File: src/rtl/dcaa_pkg.sv
// Package for the dual-channel converter averager: payload widths, default
// parameter values and the sequencer state type. No dependencies.
`timescale 1ns / 1ps

package dcaa_pkg;

    // Fixed widths of the request and result fields
    localparam int DATA_W = 16;
    localparam int SKIP_W = 8;

    // Defaults for the top-level parameters
    localparam int RING_DEPTH_DEF  = 16;
    localparam int SAMPLE_BITS_DEF = 16;

    // Sequencer states
    typedef enum logic [2:0] {
        ST_CLR,
        ST_IDLE,
        ST_RD,
        ST_ADD0,
        ST_ADD1,
        ST_DIV0,
        ST_DIV1,
        ST_OUT
    } state_t;

endpackage

File: src/rtl/dcaa_if.sv
// Valid/ready channel interfaces for the averager's request and result sides.
// Depends on dcaa_pkg for the field widths.
`timescale 1ns / 1ps

interface dcaa_in_if;
    import dcaa_pkg::*;

    logic              valid;
    logic              ready;
    logic [DATA_W-1:0] sample;
    logic              skip_load;
    logic [SKIP_W-1:0] skip_count;

    modport source (output valid, output sample, output skip_load, output skip_count,
                    input ready);
    modport sink   (input valid, input sample, input skip_load, input skip_count,
                    output ready);
endinterface

interface dcaa_out_if;
    import dcaa_pkg::*;

    logic              valid;
    logic              ready;
    logic              next_channel;
    logic              sample_accepted;
    logic [DATA_W-1:0] last_ch0;
    logic [DATA_W-1:0] last_ch1;
    logic [DATA_W-1:0] avg_ch0;
    logic [DATA_W-1:0] avg_ch1;

    modport source (output valid, output next_channel, output sample_accepted,
                    output last_ch0, output last_ch1, output avg_ch0, output avg_ch1,
                    input ready);
    modport sink   (input valid, input next_channel, input sample_accepted,
                    input last_ch0, input last_ch1, input avg_ch0, input avg_ch1,
                    output ready);
endinterface

File: src/rtl/dual_channel_adc_averager.sv
// Top level of the dual-channel converter averager: sequencer, skip logic and
// the shared accumulate unit. Depends on dcaa_pkg, dcaa_if and dcaa_ram.
`timescale 1ns / 1ps

// The block takes one conversion request at a time and returns exactly one
// result per request. After reset a clearing pass writes zero into every ring
// entry, one entry per cycle, so no request is taken until the pass is done. A
// request that does not finish a channel-1 sample at an even ring position is
// accepted, then loaded into the result register once that register is free.
// When the ring index lands on an even position, both ring means are
// recomputed by one shared adder that walks the two rings entry by entry, one
// channel per cycle. For a depth that is not a power of two each sum is then
// divided by a reciprocal multiplication that takes one 16-bit slice of the
// sum per cycle. A finished result waits in its register while the next
// request is accepted.
module dual_channel_adc_averager #(
    parameter int RING_DEPTH  = dcaa_pkg::RING_DEPTH_DEF,
    parameter int SAMPLE_BITS = dcaa_pkg::SAMPLE_BITS_DEF
) (
    input  logic      clk,
    input  logic      rst_n,
    dcaa_in_if.sink   in_ch,
    dcaa_out_if.source out_ch
);
    import dcaa_pkg::*;

    localparam int  IDX_W    = $clog2(RING_DEPTH);
    localparam int  SUM_W    = SAMPLE_BITS + IDX_W;
    localparam int  CNT_W    = IDX_W;
    localparam bit  IS_POW2  = (RING_DEPTH == (1 << IDX_W));
    localparam int  MUL_W    = 16;
    localparam int  N_DIG    = (SUM_W + MUL_W - 1) / MUL_W;
    localparam int  PAD_W    = N_DIG * MUL_W;
    localparam int  PART_W   = MUL_W + SUM_W + 1;
    localparam int  PROD_W   = PAD_W + SUM_W + 1;
    localparam int  Q_LSB    = SUM_W + IDX_W;
    localparam logic [IDX_W-1:0] IDX_LAST  = IDX_W'(RING_DEPTH - 1);
    localparam logic [CNT_W-1:0] SWEEP_END = CNT_W'(RING_DEPTH - 1);
    localparam logic [CNT_W-1:0] DIV_END   = CNT_W'(N_DIG - 1);
    // Rounded-up reciprocal of the depth, exact for every sum of SUM_W bits
    localparam logic [SUM_W:0]   RECIP_M   =
        (SUM_W + 1)'(((64'd1 << Q_LSB) / 64'(RING_DEPTH)) + 64'd1);

    // Control and state registers
    state_t                 state_reg, state_next;
    logic                   ch_reg, ch_next;
    logic [SKIP_W-1:0]      skip_left_reg, skip_left_next;
    logic [IDX_W-1:0]       ring_index_reg, ring_index_next;
    logic                   acc_flag_reg, acc_flag_next;
    logic [SAMPLE_BITS-1:0] last0_reg, last0_next;
    logic [SAMPLE_BITS-1:0] last1_reg, last1_next;
    logic [SAMPLE_BITS-1:0] mean0_reg, mean0_next;
    logic [SAMPLE_BITS-1:0] mean1_reg, mean1_next;
    logic [SUM_W-1:0]       acc0_reg, acc0_next;
    logic [SUM_W-1:0]       acc1_reg, acc1_next;
    logic [PROD_W-1:0]      prod_reg, prod_next;
    logic [CNT_W-1:0]       cnt_reg, cnt_next;

    // Result register
    logic                   out_valid_reg;
    logic                   o_next_ch_reg;
    logic                   o_accepted_reg;
    logic [DATA_W-1:0]      o_last0_reg, o_last1_reg, o_avg0_reg, o_avg1_reg;
    logic                   out_load;

    // Datapath signals
    logic                   in_fire;
    logic [SAMPLE_BITS-1:0] samp_w;
    logic [SKIP_W-1:0]      skip_tmp, skip_dec;
    logic                   accepted_w;
    logic [IDX_W-1:0]       idx_inc;
    logic                   we0, we1, rd_en;
    logic [IDX_W-1:0]       rd_addr;
    logic [IDX_W-1:0]       ram_waddr;
    logic [SAMPLE_BITS-1:0] ram_wdata;
    logic [SAMPLE_BITS-1:0] rdata0, rdata1;
    logic [SUM_W-1:0]       sum_out;
    logic [SUM_W-1:0]       div_src;
    logic [PAD_W-1:0]       div_pad;
    logic [MUL_W-1:0]       mul_digit;
    logic [PART_W-1:0]      mul_part;
    logic [PROD_W-1:0]      prod_step;

    assign in_fire = in_ch.valid && in_ch.ready;
    assign samp_w  = SAMPLE_BITS'(in_ch.sample);

    // Skip countdown: optional load, then decrement while nonzero
    assign skip_tmp   = in_ch.skip_load ? in_ch.skip_count : skip_left_reg;
    assign skip_dec   = (skip_tmp != '0) ? skip_tmp - SKIP_W'(1) : skip_tmp;
    assign accepted_w = (skip_dec == '0);
    assign idx_inc    = (ring_index_reg == IDX_LAST) ? '0 : ring_index_reg + IDX_W'(1);

    // Write port shared by the clearing pass and the sample store
    assign ram_waddr = (state_reg == ST_CLR) ? cnt_reg : ring_index_reg;
    assign ram_wdata = (state_reg == ST_CLR) ? '0 : samp_w;

    // Ring storage, one memory per channel
    dcaa_ram #(.WIDTH(SAMPLE_BITS), .DEPTH(RING_DEPTH)) u_ring0 (
        .clk   (clk),
        .we    (we0),
        .waddr (ram_waddr),
        .wdata (ram_wdata),
        .re    (rd_en),
        .raddr (rd_addr),
        .rdata (rdata0)
    );

    dcaa_ram #(.WIDTH(SAMPLE_BITS), .DEPTH(RING_DEPTH)) u_ring1 (
        .clk   (clk),
        .we    (we1),
        .waddr (ram_waddr),
        .wdata (ram_wdata),
        .re    (rd_en),
        .raddr (rd_addr),
        .rdata (rdata1)
    );

    // Shared accumulate unit, channel 0 in ADD0 and channel 1 in ADD1
    assign sum_out = (state_reg == ST_ADD1) ? acc1_reg + SUM_W'(rdata1)
                                            : acc0_reg + SUM_W'(rdata0);

    // Division by the depth as a multiplication by its reciprocal, taking one
    // slice of the sum per cycle from the most significant slice down
    assign div_src   = (state_reg == ST_DIV1) ? acc1_reg : acc0_reg;
    assign div_pad   = PAD_W'(div_src);
    assign mul_digit = div_pad[(N_DIG - 1 - int'(cnt_reg)) * MUL_W +: MUL_W];
    assign mul_part  = PART_W'(mul_digit) * PART_W'(RECIP_M);
    assign prod_step = {prod_reg[PROD_W-MUL_W-1:0], {MUL_W{1'b0}}} + PROD_W'(mul_part);

    // Sequencer: next state and register updates
    always_comb
    begin
        state_next      = state_reg;
        ch_next         = ch_reg;
        skip_left_next  = skip_left_reg;
        ring_index_next = ring_index_reg;
        acc_flag_next   = acc_flag_reg;
        last0_next      = last0_reg;
        last1_next      = last1_reg;
        mean0_next      = mean0_reg;
        mean1_next      = mean1_reg;
        acc0_next       = acc0_reg;
        acc1_next       = acc1_reg;
        prod_next       = prod_reg;
        cnt_next        = cnt_reg;
        in_ch.ready     = 1'b0;
        we0             = 1'b0;
        we1             = 1'b0;
        rd_en           = 1'b0;
        rd_addr         = cnt_reg;
        out_load        = 1'b0;

        case (state_reg)
            ST_CLR:
            begin
                // Zero one entry of each ring per cycle after reset
                we0      = 1'b1;
                we1      = 1'b1;
                cnt_next = cnt_reg + CNT_W'(1);
                if (cnt_reg == SWEEP_END)
                begin
                    cnt_next   = '0;
                    state_next = ST_IDLE;
                end
            end

            ST_IDLE:
            begin
                in_ch.ready = 1'b1;
                if (in_ch.valid)
                begin
                    skip_left_next = skip_dec;
                    acc_flag_next  = accepted_w;
                    state_next     = ST_OUT;
                    if (!ch_reg)
                    begin
                        // Channel 0 always hands over to channel 1
                        if (accepted_w)
                        begin
                            we0        = 1'b1;
                            last0_next = samp_w;
                        end
                        ch_next = 1'b1;
                    end
                    else if (accepted_w)
                    begin
                        // Stored channel-1 sample closes the pair
                        we1             = 1'b1;
                        last1_next      = samp_w;
                        ch_next         = 1'b0;
                        ring_index_next = idx_inc;
                        if (!idx_inc[0])
                        begin
                            cnt_next   = '0;
                            state_next = ST_RD;
                        end
                    end
                end
            end

            ST_RD:
            begin
                rd_en      = 1'b1;
                acc0_next  = '0;
                acc1_next  = '0;
                state_next = ST_ADD0;
            end

            ST_ADD0:
            begin
                acc0_next  = sum_out;
                state_next = ST_ADD1;
            end

            ST_ADD1:
            begin
                acc1_next = sum_out;
                if (cnt_reg == SWEEP_END)
                begin
                    cnt_next  = '0;
                    prod_next = '0;
                    if (IS_POW2)
                    begin
                        mean0_next = acc0_reg[SUM_W-1:IDX_W];
                        mean1_next = sum_out[SUM_W-1:IDX_W];
                        state_next = ST_OUT;
                    end
                    else
                    begin
                        state_next = ST_DIV0;
                    end
                end
                else
                begin
                    // Fetch the next entry while this one is added
                    cnt_next   = cnt_reg + CNT_W'(1);
                    rd_en      = 1'b1;
                    rd_addr    = cnt_next;
                    state_next = ST_ADD0;
                end
            end

            ST_DIV0:
            begin
                prod_next = prod_step;
                cnt_next  = cnt_reg + CNT_W'(1);
                if (cnt_reg == DIV_END)
                begin
                    cnt_next   = '0;
                    prod_next  = '0;
                    mean0_next = prod_step[Q_LSB +: SAMPLE_BITS];
                    state_next = ST_DIV1;
                end
            end

            ST_DIV1:
            begin
                prod_next = prod_step;
                cnt_next  = cnt_reg + CNT_W'(1);
                if (cnt_reg == DIV_END)
                begin
                    cnt_next   = '0;
                    prod_next  = '0;
                    mean1_next = prod_step[Q_LSB +: SAMPLE_BITS];
                    state_next = ST_OUT;
                end
            end

            ST_OUT:
            begin
                // Hand the result over once the result register is free
                if (!out_valid_reg || out_ch.ready)
                begin
                    out_load   = 1'b1;
                    state_next = ST_IDLE;
                end
            end

            default:
            begin
                state_next = ST_IDLE;
            end
        endcase
    end

    // State registers
    always_ff @(posedge clk or negedge rst_n)
    begin
        if (!rst_n)
        begin
            state_reg      <= ST_CLR;
            ch_reg         <= 1'b0;
            skip_left_reg  <= '0;
            ring_index_reg <= '0;
            acc_flag_reg   <= 1'b0;
            last0_reg      <= '0;
            last1_reg      <= '0;
            mean0_reg      <= '0;
            mean1_reg      <= '0;
            acc0_reg       <= '0;
            acc1_reg       <= '0;
            prod_reg       <= '0;
            cnt_reg        <= '0;
        end
        else
        begin
            state_reg      <= state_next;
            ch_reg         <= ch_next;
            skip_left_reg  <= skip_left_next;
            ring_index_reg <= ring_index_next;
            acc_flag_reg   <= acc_flag_next;
            last0_reg      <= last0_next;
            last1_reg      <= last1_next;
            mean0_reg      <= mean0_next;
            mean1_reg      <= mean1_next;
            acc0_reg       <= acc0_next;
            acc1_reg       <= acc1_next;
            prod_reg       <= prod_next;
            cnt_reg        <= cnt_next;
        end
    end

    // Result register
    always_ff @(posedge clk or negedge rst_n)
    begin
        if (!rst_n)
        begin
            out_valid_reg  <= 1'b0;
            o_next_ch_reg  <= 1'b0;
            o_accepted_reg <= 1'b0;
            o_last0_reg    <= '0;
            o_last1_reg    <= '0;
            o_avg0_reg     <= '0;
            o_avg1_reg     <= '0;
        end
        else
        begin
            if (out_load)
            begin
                out_valid_reg  <= 1'b1;
                o_next_ch_reg  <= ch_reg;
                o_accepted_reg <= acc_flag_reg;
                o_last0_reg    <= DATA_W'(last0_reg);
                o_last1_reg    <= DATA_W'(last1_reg);
                o_avg0_reg     <= DATA_W'(mean0_reg);
                o_avg1_reg     <= DATA_W'(mean1_reg);
            end
            else if (out_ch.ready)
            begin
                out_valid_reg <= 1'b0;
            end
        end
    end

    assign out_ch.valid           = out_valid_reg;
    assign out_ch.next_channel    = o_next_ch_reg;
    assign out_ch.sample_accepted = o_accepted_reg;
    assign out_ch.last_ch0        = o_last0_reg;
    assign out_ch.last_ch1        = o_last1_reg;
    assign out_ch.avg_ch0         = o_avg0_reg;
    assign out_ch.avg_ch1         = o_avg1_reg;

    // The block is busy in the cycle after it takes a request.
    a_busy_after_accept: assert property (@(posedge clk) disable iff (!rst_n)
        in_fire |=> (state_reg != ST_IDLE))
        else $error("sequencer idle right after a request was taken");

    // The stored flag agrees with the countdown left by the request.
    a_flag_matches_skip: assert property (@(posedge clk) disable iff (!rst_n)
        in_fire |=> (acc_flag_reg == (skip_left_reg == '0)))
        else $error("accepted flag disagrees with skip countdown");

    // A dropped sample always leaves channel 1 as the next conversion.
    a_drop_goes_ch1: assert property (@(posedge clk) disable iff (!rst_n)
        (out_ch.valid && !out_ch.sample_accepted) |-> out_ch.next_channel)
        else $error("dropped sample did not select channel 1");

    // The ring index never runs past the last entry.
    a_index_range: assert property (@(posedge clk) disable iff (!rst_n)
        (ring_index_reg <= IDX_LAST))
        else $error("ring index beyond ring depth");

    // The sweep counter stays inside the ring while summing.
    a_sweep_range: assert property (@(posedge clk) disable iff (!rst_n)
        (state_reg == ST_ADD0 || state_reg == ST_ADD1) |-> (cnt_reg <= SWEEP_END))
        else $error("sweep counter beyond ring depth");

endmodule

File: src/rtl/dcaa_ram.sv
// Generic single-write, single-read RAM with a registered read port.
// No dependencies.
`timescale 1ns / 1ps

module dcaa_ram #(
    parameter int WIDTH = 16,
    parameter int DEPTH = 16
) (
    input  logic                     clk,
    input  logic                     we,
    input  logic [$clog2(DEPTH)-1:0] waddr,
    input  logic [WIDTH-1:0]         wdata,
    input  logic                     re,
    input  logic [$clog2(DEPTH)-1:0] raddr,
    output logic [WIDTH-1:0]         rdata
);

    logic [WIDTH-1:0] mem [DEPTH];

    // Write port and registered read port
    always_ff @(posedge clk)
    begin
        if (we)
        begin
            mem[waddr] <= wdata;
        end
        if (re)
        begin
            rdata <= mem[raddr];
        end
    end

endmodule
File: src/flat_wrapper.sv
// flat-port wrapper written by rule: the top's interface ports become plain ports
module dual_channel_adc_averager_flat import dcaa_pkg::*;
#(
    parameter int RING_DEPTH  = dcaa_pkg::RING_DEPTH_DEF,
    parameter int SAMPLE_BITS = dcaa_pkg::SAMPLE_BITS_DEF
)
  (clk, rst_n, in_ch_valid, in_ch_sample, in_ch_skip_load, in_ch_skip_count, in_ch_ready, out_ch_valid, out_ch_next_channel, out_ch_sample_accepted, out_ch_last_ch0, out_ch_last_ch1, out_ch_avg_ch0, out_ch_avg_ch1, out_ch_ready);
  dcaa_in_if in_ch_i ();
  dcaa_out_if out_ch_i ();
  input  logic clk;
  input  logic rst_n;
  input wire logic [$bits(in_ch_i.valid)-1:0] in_ch_valid;
  input wire logic [$bits(in_ch_i.sample)-1:0] in_ch_sample;
  input wire logic [$bits(in_ch_i.skip_load)-1:0] in_ch_skip_load;
  input wire logic [$bits(in_ch_i.skip_count)-1:0] in_ch_skip_count;
  output wire logic [$bits(in_ch_i.ready)-1:0] in_ch_ready;
  output wire logic [$bits(out_ch_i.valid)-1:0] out_ch_valid;
  output wire logic [$bits(out_ch_i.next_channel)-1:0] out_ch_next_channel;
  output wire logic [$bits(out_ch_i.sample_accepted)-1:0] out_ch_sample_accepted;
  output wire logic [$bits(out_ch_i.last_ch0)-1:0] out_ch_last_ch0;
  output wire logic [$bits(out_ch_i.last_ch1)-1:0] out_ch_last_ch1;
  output wire logic [$bits(out_ch_i.avg_ch0)-1:0] out_ch_avg_ch0;
  output wire logic [$bits(out_ch_i.avg_ch1)-1:0] out_ch_avg_ch1;
  input wire logic [$bits(out_ch_i.ready)-1:0] out_ch_ready;
  assign in_ch_i.valid = in_ch_valid;
  assign in_ch_i.sample = in_ch_sample;
  assign in_ch_i.skip_load = in_ch_skip_load;
  assign in_ch_i.skip_count = in_ch_skip_count;
  assign in_ch_ready = in_ch_i.ready;
  assign out_ch_valid = out_ch_i.valid;
  assign out_ch_next_channel = out_ch_i.next_channel;
  assign out_ch_sample_accepted = out_ch_i.sample_accepted;
  assign out_ch_last_ch0 = out_ch_i.last_ch0;
  assign out_ch_last_ch1 = out_ch_i.last_ch1;
  assign out_ch_avg_ch0 = out_ch_i.avg_ch0;
  assign out_ch_avg_ch1 = out_ch_i.avg_ch1;
  assign out_ch_i.ready = out_ch_ready;
  dual_channel_adc_averager #(.RING_DEPTH(RING_DEPTH), .SAMPLE_BITS(SAMPLE_BITS)) u_core (.clk(clk), .rst_n(rst_n), .in_ch(in_ch_i), .out_ch(out_ch_i));
endmodule
File: config.mk
export PLATFORM = sky130hd
export DESIGN_NAME = dual_channel_adc_averager_flat
export DESIGN_NICKNAME = d
export VERILOG_FILES = /design/src/rtl/dcaa_pkg.sv /design/src/rtl/dcaa_if.sv /design/src/rtl/dual_channel_adc_averager.sv /design/src/rtl/dcaa_ram.sv /design/src/flat_wrapper.sv
export SDC_FILE = /design/constraint.sdc
export NUM_CORES = 1
export LEC_CHECK = 0
export BUFFER_PORTS_ARGS = -buffer_cell sky130_fd_sc_hd__buf_4
export CAP_MARGIN = 10
export CORE_AREA = 2 2 408 329
export CTS_CLUSTER_DIAMETER = 150
export DETAILED_ROUTE_END_ITERATION = 10
export DIE_AREA = 0 0 410 331
export GPL_TIMING_DRIVEN = 0
export PLACE_DENSITY = 0.51
export RECOVER_POWER = 50
export SLEW_MARGIN = 40
export SYNTH_ARGS = -nofsm -noshare
export SYNTH_HDL_FRONTEND = slang
export SYNTH_SLANG_ARGS = --single-unit
export TNS_END_PERCENT = 5
File: constraint.sdc
create_clock -name clk -period 14.1 [get_ports clk]
set_clock_uncertainty 0.05 [all_clocks]
set_input_delay 2.115 -clock clk [delete_from_list [all_inputs] [get_ports clk]]
set_output_delay 2.115 -clock clk [all_outputs]
set_load 0.005 [all_outputs]
==> results of run 1 <==
## cell type report
| cell class | count | area, sq um | area share |
|---|---|---|---|
| Buffer | 95 | 419 | 0.0108 |
| Clock buffer | 83 | 1870 | 0.0485 |
| Clock inverter | 44 | 400 | 0.0104 |
| Inverter | 22 | 82.6 | 0.00214 |
| Multi-Input combinational cell | 1195 | 10900 | 0.281 |
| Sequential cell | 760 | 21700 | 0.562 |
| Tap cell | 1754 | 2190 | 0.0568 |
| Timing Repair Buffer | 125 | 1060 | 0.0275 |
## layout by cell type (no fill, tap or decap), types with 12 or more instances in the layout
cell	netlist	routed
edfxtp_1	544	544
dfrtp_1	216	216
nand2_1	145	145
mux4_2	132	132
a21oi_1	103	100
buf_4	8	92
mux2_2	91	91
ha_1	85	85
clkbuf_1	56	82
o21ai_0	81	79
clkbuf_16	0	73
nor2_1	91	59
mux2i_1	53	52
a211oi_1	42	39
a22o_1	38	38
xnor2_1	37	37
nor2b_1	35	35
nor2_4	0	32
buf_2	23	24
nand3_1	22	22
inv_1	21	21
and2_0	1	19
buf_8	0	19
a21o_1	18	18
clkinv_2	0	18
xor2_1	17	17
nor3_1	16	16
o31ai_1	13	13
clkinv_1	1	12
## where the power goes
part / switching (mW) / internal [mW]
clock: 0.885 / 1.06
sequential: 0.213 / 2.75
combinational: 1.62 / 1.17
## cells by family (layout without fill, tap and decap cells)
kind of cell    count (synthesis)  in the layout  share of synthesized area
compound gates                368            368                     0.0723
xor+xnor                       54             54                     0.0144
simple gates                  396            396                     0.0576
mux                           288            288                      0.142
buf+inv                       117            369                     0.0152
flops                         760            760                      0.663
fa+ha+maj                      89             89                     0.0349
## routing by layer
layer	part of all wire	GRT usage
met5	0	0
met4	0.017	0.0290
met3	0.060	0.0271
met2	0.42	0.181
met1	0.50	0.199
## worst max-delay path by stage
stage                              from  cells after the start                   endpoint  slack [ns]
finish                            rst_n                      3  u_core.out_ch.last_ch1[0]        6.00
global route                      rst_n                      3  u_core.out_ch.last_ch1[0]        4.66
CTS                 u_core.state_reg[1]                     21       u_core.mean0_reg[15]        7.89
detailed placement      in_ch_skip_load                     13  u_core.u_ring1.mem[15][7]        7.40
global placement        in_ch_skip_load                     13   u_core.u_ring1.mem[7][8]        6.45
floorplan               in_ch_skip_load                     12   u_core.u_ring0.mem[7][0]        8.24
## critical path, cell delays in order
cell and delay [ns]:
clkbuf_1 2.04, clkbuf_1 2.48, clkbuf_1 1.68
## stage by stage
step                power, mW  area [sq um]
floorplan                4.82         32800
global placement         5.77         35700
detailed placement       5.82         36600
CTS                      7.78         38900
global route             8.12         38700
finish                   7.69         38700
==> impl_metrics.ini, run 1 <==
[clock_network]
cts_setup_buffers = 0
cts-htree-levels = 3
clockRootBuffer = clkbuf_16
cts_buffers = 73
clk_path_buf_depth = 3
cts_tree = built
clk_pin_slew_ns = 0.06
cts_resized = 0
clkSinkCount = 760
cts_hold_buf = 0
clk_latency_ns = 0.67

[logic_synthesis]
post-synth-top-count-cell = edfxtp_1
avgSynthCellArea_sq_um = 15.8
synthCells = 2072
ys_async_sr_fraction = 0.284
synth_top_cell_area_share = 0.498
synth_warnings = 0
synth_ff_type = edfxtp_1
syn-num-nets = 2190
yosys.cell_types.count = 70
synthTopCellsByCount = edfxtp_1 (544), dfrtp_1 (216), nand2_1 (145), mux4_2 (132), a21oi_1 (103)
ys_seq_area_frac = 0.663
ys_top_cells_by_area = edfxtp_1 (50%), dfrtp_1 (16%), mux4_2 (9.1%)
synth_seq_cells = 760
yosysTopAreaCell = edfxtp_1
synth-edff-count = 544
synth_area_sq_um = 32800

[job]
drv_cap = 14

[die]
ios = 97
rows = 119
die_width_um = 410
core_sq_um = 131000
start_util = 0.250
die_h_um = 331
dieArea_sq_um = 136000

[placed_design]
place_ws_ns = 7.40
portBuffers = 96
placedCellCount = 3951
post-dp-hpwl_um = 61600
finalWeightedCongestion = 0.821

[cells_and_area]
antenna_cells = 0
finish.utilization = 0.295
instances_no_fill = 4078
nFillCells = 13000
nets = 2390
drive_above_1_share = 0.228
area_delta_synth_final_pct = 17.9

[detailed_routing]
initialDrtViolationCount = 1842
drc = 0
wl_per_cell_um = 21.6
viasPerCell = 4.63
drtAntennaViolNets = 0
drt_wl_total_um = 88000
firstDrtPassIters = 5
vias = 18900

[critical_path]
critical_path.startpoint_type = primary input
cp.required_ns = 14.37
rrSetupSlack_ns = 7.88
crit_type = primary input to async pin
rr_startpoint = u_core.state_reg[1]
r2r-end = u_core.mean1_reg[15]
critPathCaptureType = async pin
worst_ep_arrival_time_ns = 8.37
reg2regPathDepth = 21
cp_max_fo = 59

[timing]
fin_ws_ns = 6.00
tns_ns = 0
hold_viol = 0
hold_slack_ns = 0.425
rsz0062_at_grt = no
drv_slew = 513
period_needed_ns = 8.10
worst_pin_slew_ns = 3.34
fin_crit_sh = 0.575
final-setup-viol-count = 0
relSlewSlack = -1.23
fmax_mhz = 123

[global_route]
antenna_found_initial = 1
grt_pass1_vias = 18500
grt_usage = 0.128
grt_pass1_wl_um = 129000
grt_max_degree = 72
grt-ovfl-total = 0

[worst_hold_path]
holdPathEnd = u_core.mean0_reg[11]
hold_class = flip-flop to flip-flop
hold_start = u_core.mean0_reg[11]
hold_path_depth = 2

[power_and_ir_drop]
vdd_drop_max_mv = 0.0930
powerDensity_nw_per_um2 = 199
p_leak_nw = 14.2

[run_status]
violations = max-capacitance violations, max-slew violations
status = complete, but fails checks
No activity file was read; power rests on OpenSTA's default activity.
==> inputs of run 2 (changes only) <==
- ABC_AREA: not set -> 1
- CORE_AREA: 2 2 408 329 -> 2 2 421 339
- DIE_AREA: 0 0 410 331 -> 0 0 423 341
- clock period: 14.1 -> 7.5 ns (I/O delays scaled with it)
==> run 2 against run 1 <==
First-iteration DRC count is 28% higher. Flip-flop and latch count stayed put. Routed wire length is 23% higher. Critical path type is now flip-flop to flip-flop. Power is 120% higher. Final area is 5.8% higher. Final cell count is 33% higher. Worst hold slack better by 0.012 ns. Highest routed layer unchanged. The run still ends with max-capacitance violations, max-slew violations left. Critical path depth is 23 higher. Critical endpoint is now u_core.mean1_reg[9].
==> impl_metrics.ini, run 2 <==
[run_status]
status = complete, but fails checks
violations = max-capacitance violations, max-slew violations

[cells_and_area]
mostFrequentLayoutCell = nand2_1
most-common-layout-cells = nand2_1 (735), edfxtp_1 (544), inv_1 (399)
drive_above_1_share = 0.121
finish.utilization = 0.292
area_delta_synth_final_pct = 17.3
final_cell_area_sq_um = 40900
antenna_cells = 0
nets = 3613

[logic_synthesis]
syn-num-nets = 3402
synthTopCellsByCount = nand2_1 (736), edfxtp_1 (544), inv_1 (397), o211ai_1 (240), dfrtp_1 (216)
synth-edff-count = 544
synth_area_sq_um = 34900
synthCells = 3284
synth_warnings = 0
post-synth-top-count-cell = nand2_1
yosys.cell_types.count = 51
ys_async_sr_fraction = 0.284
ys_seq_area_frac = 0.624
ys_top_cells_by_area = edfxtp_1 (47%), dfrtp_1 (16%), nand2_1 (7.9%)
synth_ff_type = edfxtp_1
synth_top_cell_area_share = 0.469
avgSynthCellArea_sq_um = 10.6
synth_seq_cells = 760
yosysTopAreaCell = edfxtp_1

[detailed_routing]
firstDrtPassIters = 6
viasPerCell = 4.58
wl_per_cell_um = 19.8
vias = 24900
initialDrtViolationCount = 2366
drc = 0
drt_wl_total_um = 108000
drtAntennaViolNets = 0

[clock_network]
cts_tree = built
cts_buffers = 78
clk_latency_ns = 0.69
clk_pin_slew_ns = 0.06
clk_path_buf_depth = 3
cts_resized = 0
clockRootBuffer = clkbuf_16
cts_hold_buf = 0
cts-htree-levels = 3
cts_setup_buffers = 0
clkSinkCount = 760

[critical_path]
path_delay_family = adder cells
critPathCaptureType = flip-flop
crit_path_frequent_cell = nand2_1
worst_path_largest_cell_delay_ns = 0.72
crit_type = flip-flop to flip-flop
critical_path.startpoint_type = flip-flop
cp_num_buf_inv = 6
cp.required_ns = 7.99
cp_slowest_cell = nor2_1
worst_ep_arrival_time_ns = 6.46
cp_max_fo = 10

[job]
drv_cap = 6

[global_route]
grtUsageMet1 = 0.230
grt_pass1_vias = 23600
grt_max_degree = 71
globalRouteMet3Util = 0.0254
grt_pass1_wl_um = 158000
antenna_found_initial = 7
use_met2 = 0.210
busiest_layer = met1
grt_usage = 0.147
grt-ovfl-total = 0

[die]
rows = 123
die_width_um = 423
start_util = 0.249
ios = 97
die_h_um = 341
dieArea_sq_um = 144000
core_sq_um = 140000

[power_and_ir_drop]
p_leak_nw = 16.8
vdd_drop_max_mv = 0.202
powerDensity_nw_per_um2 = 417
power_mw = 17.1

[timing]
fin_ws_ns = 1.53
fmax_mhz = 168
relSlewSlack = -1.60
drv_slew = 200
fin_crit_sh = 0.796
final-setup-viol-count = 0
hold_viol = 0
period_needed_ns = 5.97
rsz0062_at_grt = no
worst_pin_slew_ns = 3.90
tns_ns = 0

[placed_design]
finalWeightedCongestion = 0.907
portBuffers = 95
post-dp-hpwl_um = 80700
place_area_sq_um = 38900
place_ws_ns = 1.86

[worst_hold_path]
hold_class = flip-flop to flip-flop
run 2: worst min-delay path, delay by kind of cell (launching register included):
kind            cells  cell delay (ns)
compound gates      1             0.06
flops               1             0.34
simple gates        1             0.05
run 2: cell type report:
type / instances / area, sq um
clock buffers: 100 / 2090
fillers: 14600 / 99200
plain buffers: 152 / 734
inverters: 412 / 1550
well taps: 1875 / 2350
multi-input cells: 1960 / 11000
flip-flops and latches: 760 / 21700
clock inverters: 44 / 422
repair buffers: 131 / 1010
run 2: logic make-up after synthesis:
logic type	synth area share
buffers and inverters	0.0657
adders and majority gates	0.0328
AOI/OAI and AO/OA	0.104
muxes	0.0244
DFF	0.624
and+or+nand+nor	0.144
xor gates and xnor gates	0.00477
run 2: path summary, 6_finish.rpt:
kind	from	to	slack, ns	depth (start not counted)
setup / recovery	u_core.state_reg[1]	u_core.mean1_reg[9]	1.53	26
hold / removal	u_core.last1_reg[13]	u_core.last1_reg[13]	0.44	2
setup reg to reg	u_core.state_reg[1]	u_core.mean1_reg[9]	1.53	26
hold reg to reg	u_core.last1_reg[13]	u_core.last1_reg[13]	0.44	2
max in group asynchronous	rst_n	u_core.out_ch.avg_ch1[12]	2.56	2
min in group asynchronous	rst_n	u_core.skip_left_reg[1]	0.56	1
run 2: metrics by stage:
step / hold WS, ns / instances
floorplan: 0.395 / 3284
global placement: 0.419 / 5254
detailed placement: 0.420 / 5290
CTS: 0.185 / 5434
global route: 0.460 / 5434
finish: 0.437 / 5434
run 2: power by group:
group	switching, mW	internal [mW]
Combinational	5.48	2.11
Sequential	0.328	5.27
Clock	1.74	2.14
Total	7.55	9.51
run 2: routing by layer:
layer / vias up / routed length [um] / part of all wire
met3: 101 / 7420 / 0.069
met2: 781 / 44800 / 0.42
met1: 12300 / 53800 / 0.50
met4: 0 / 1690 / 0.016
met5: - / 0 / 0
li1: 11700 / - / -
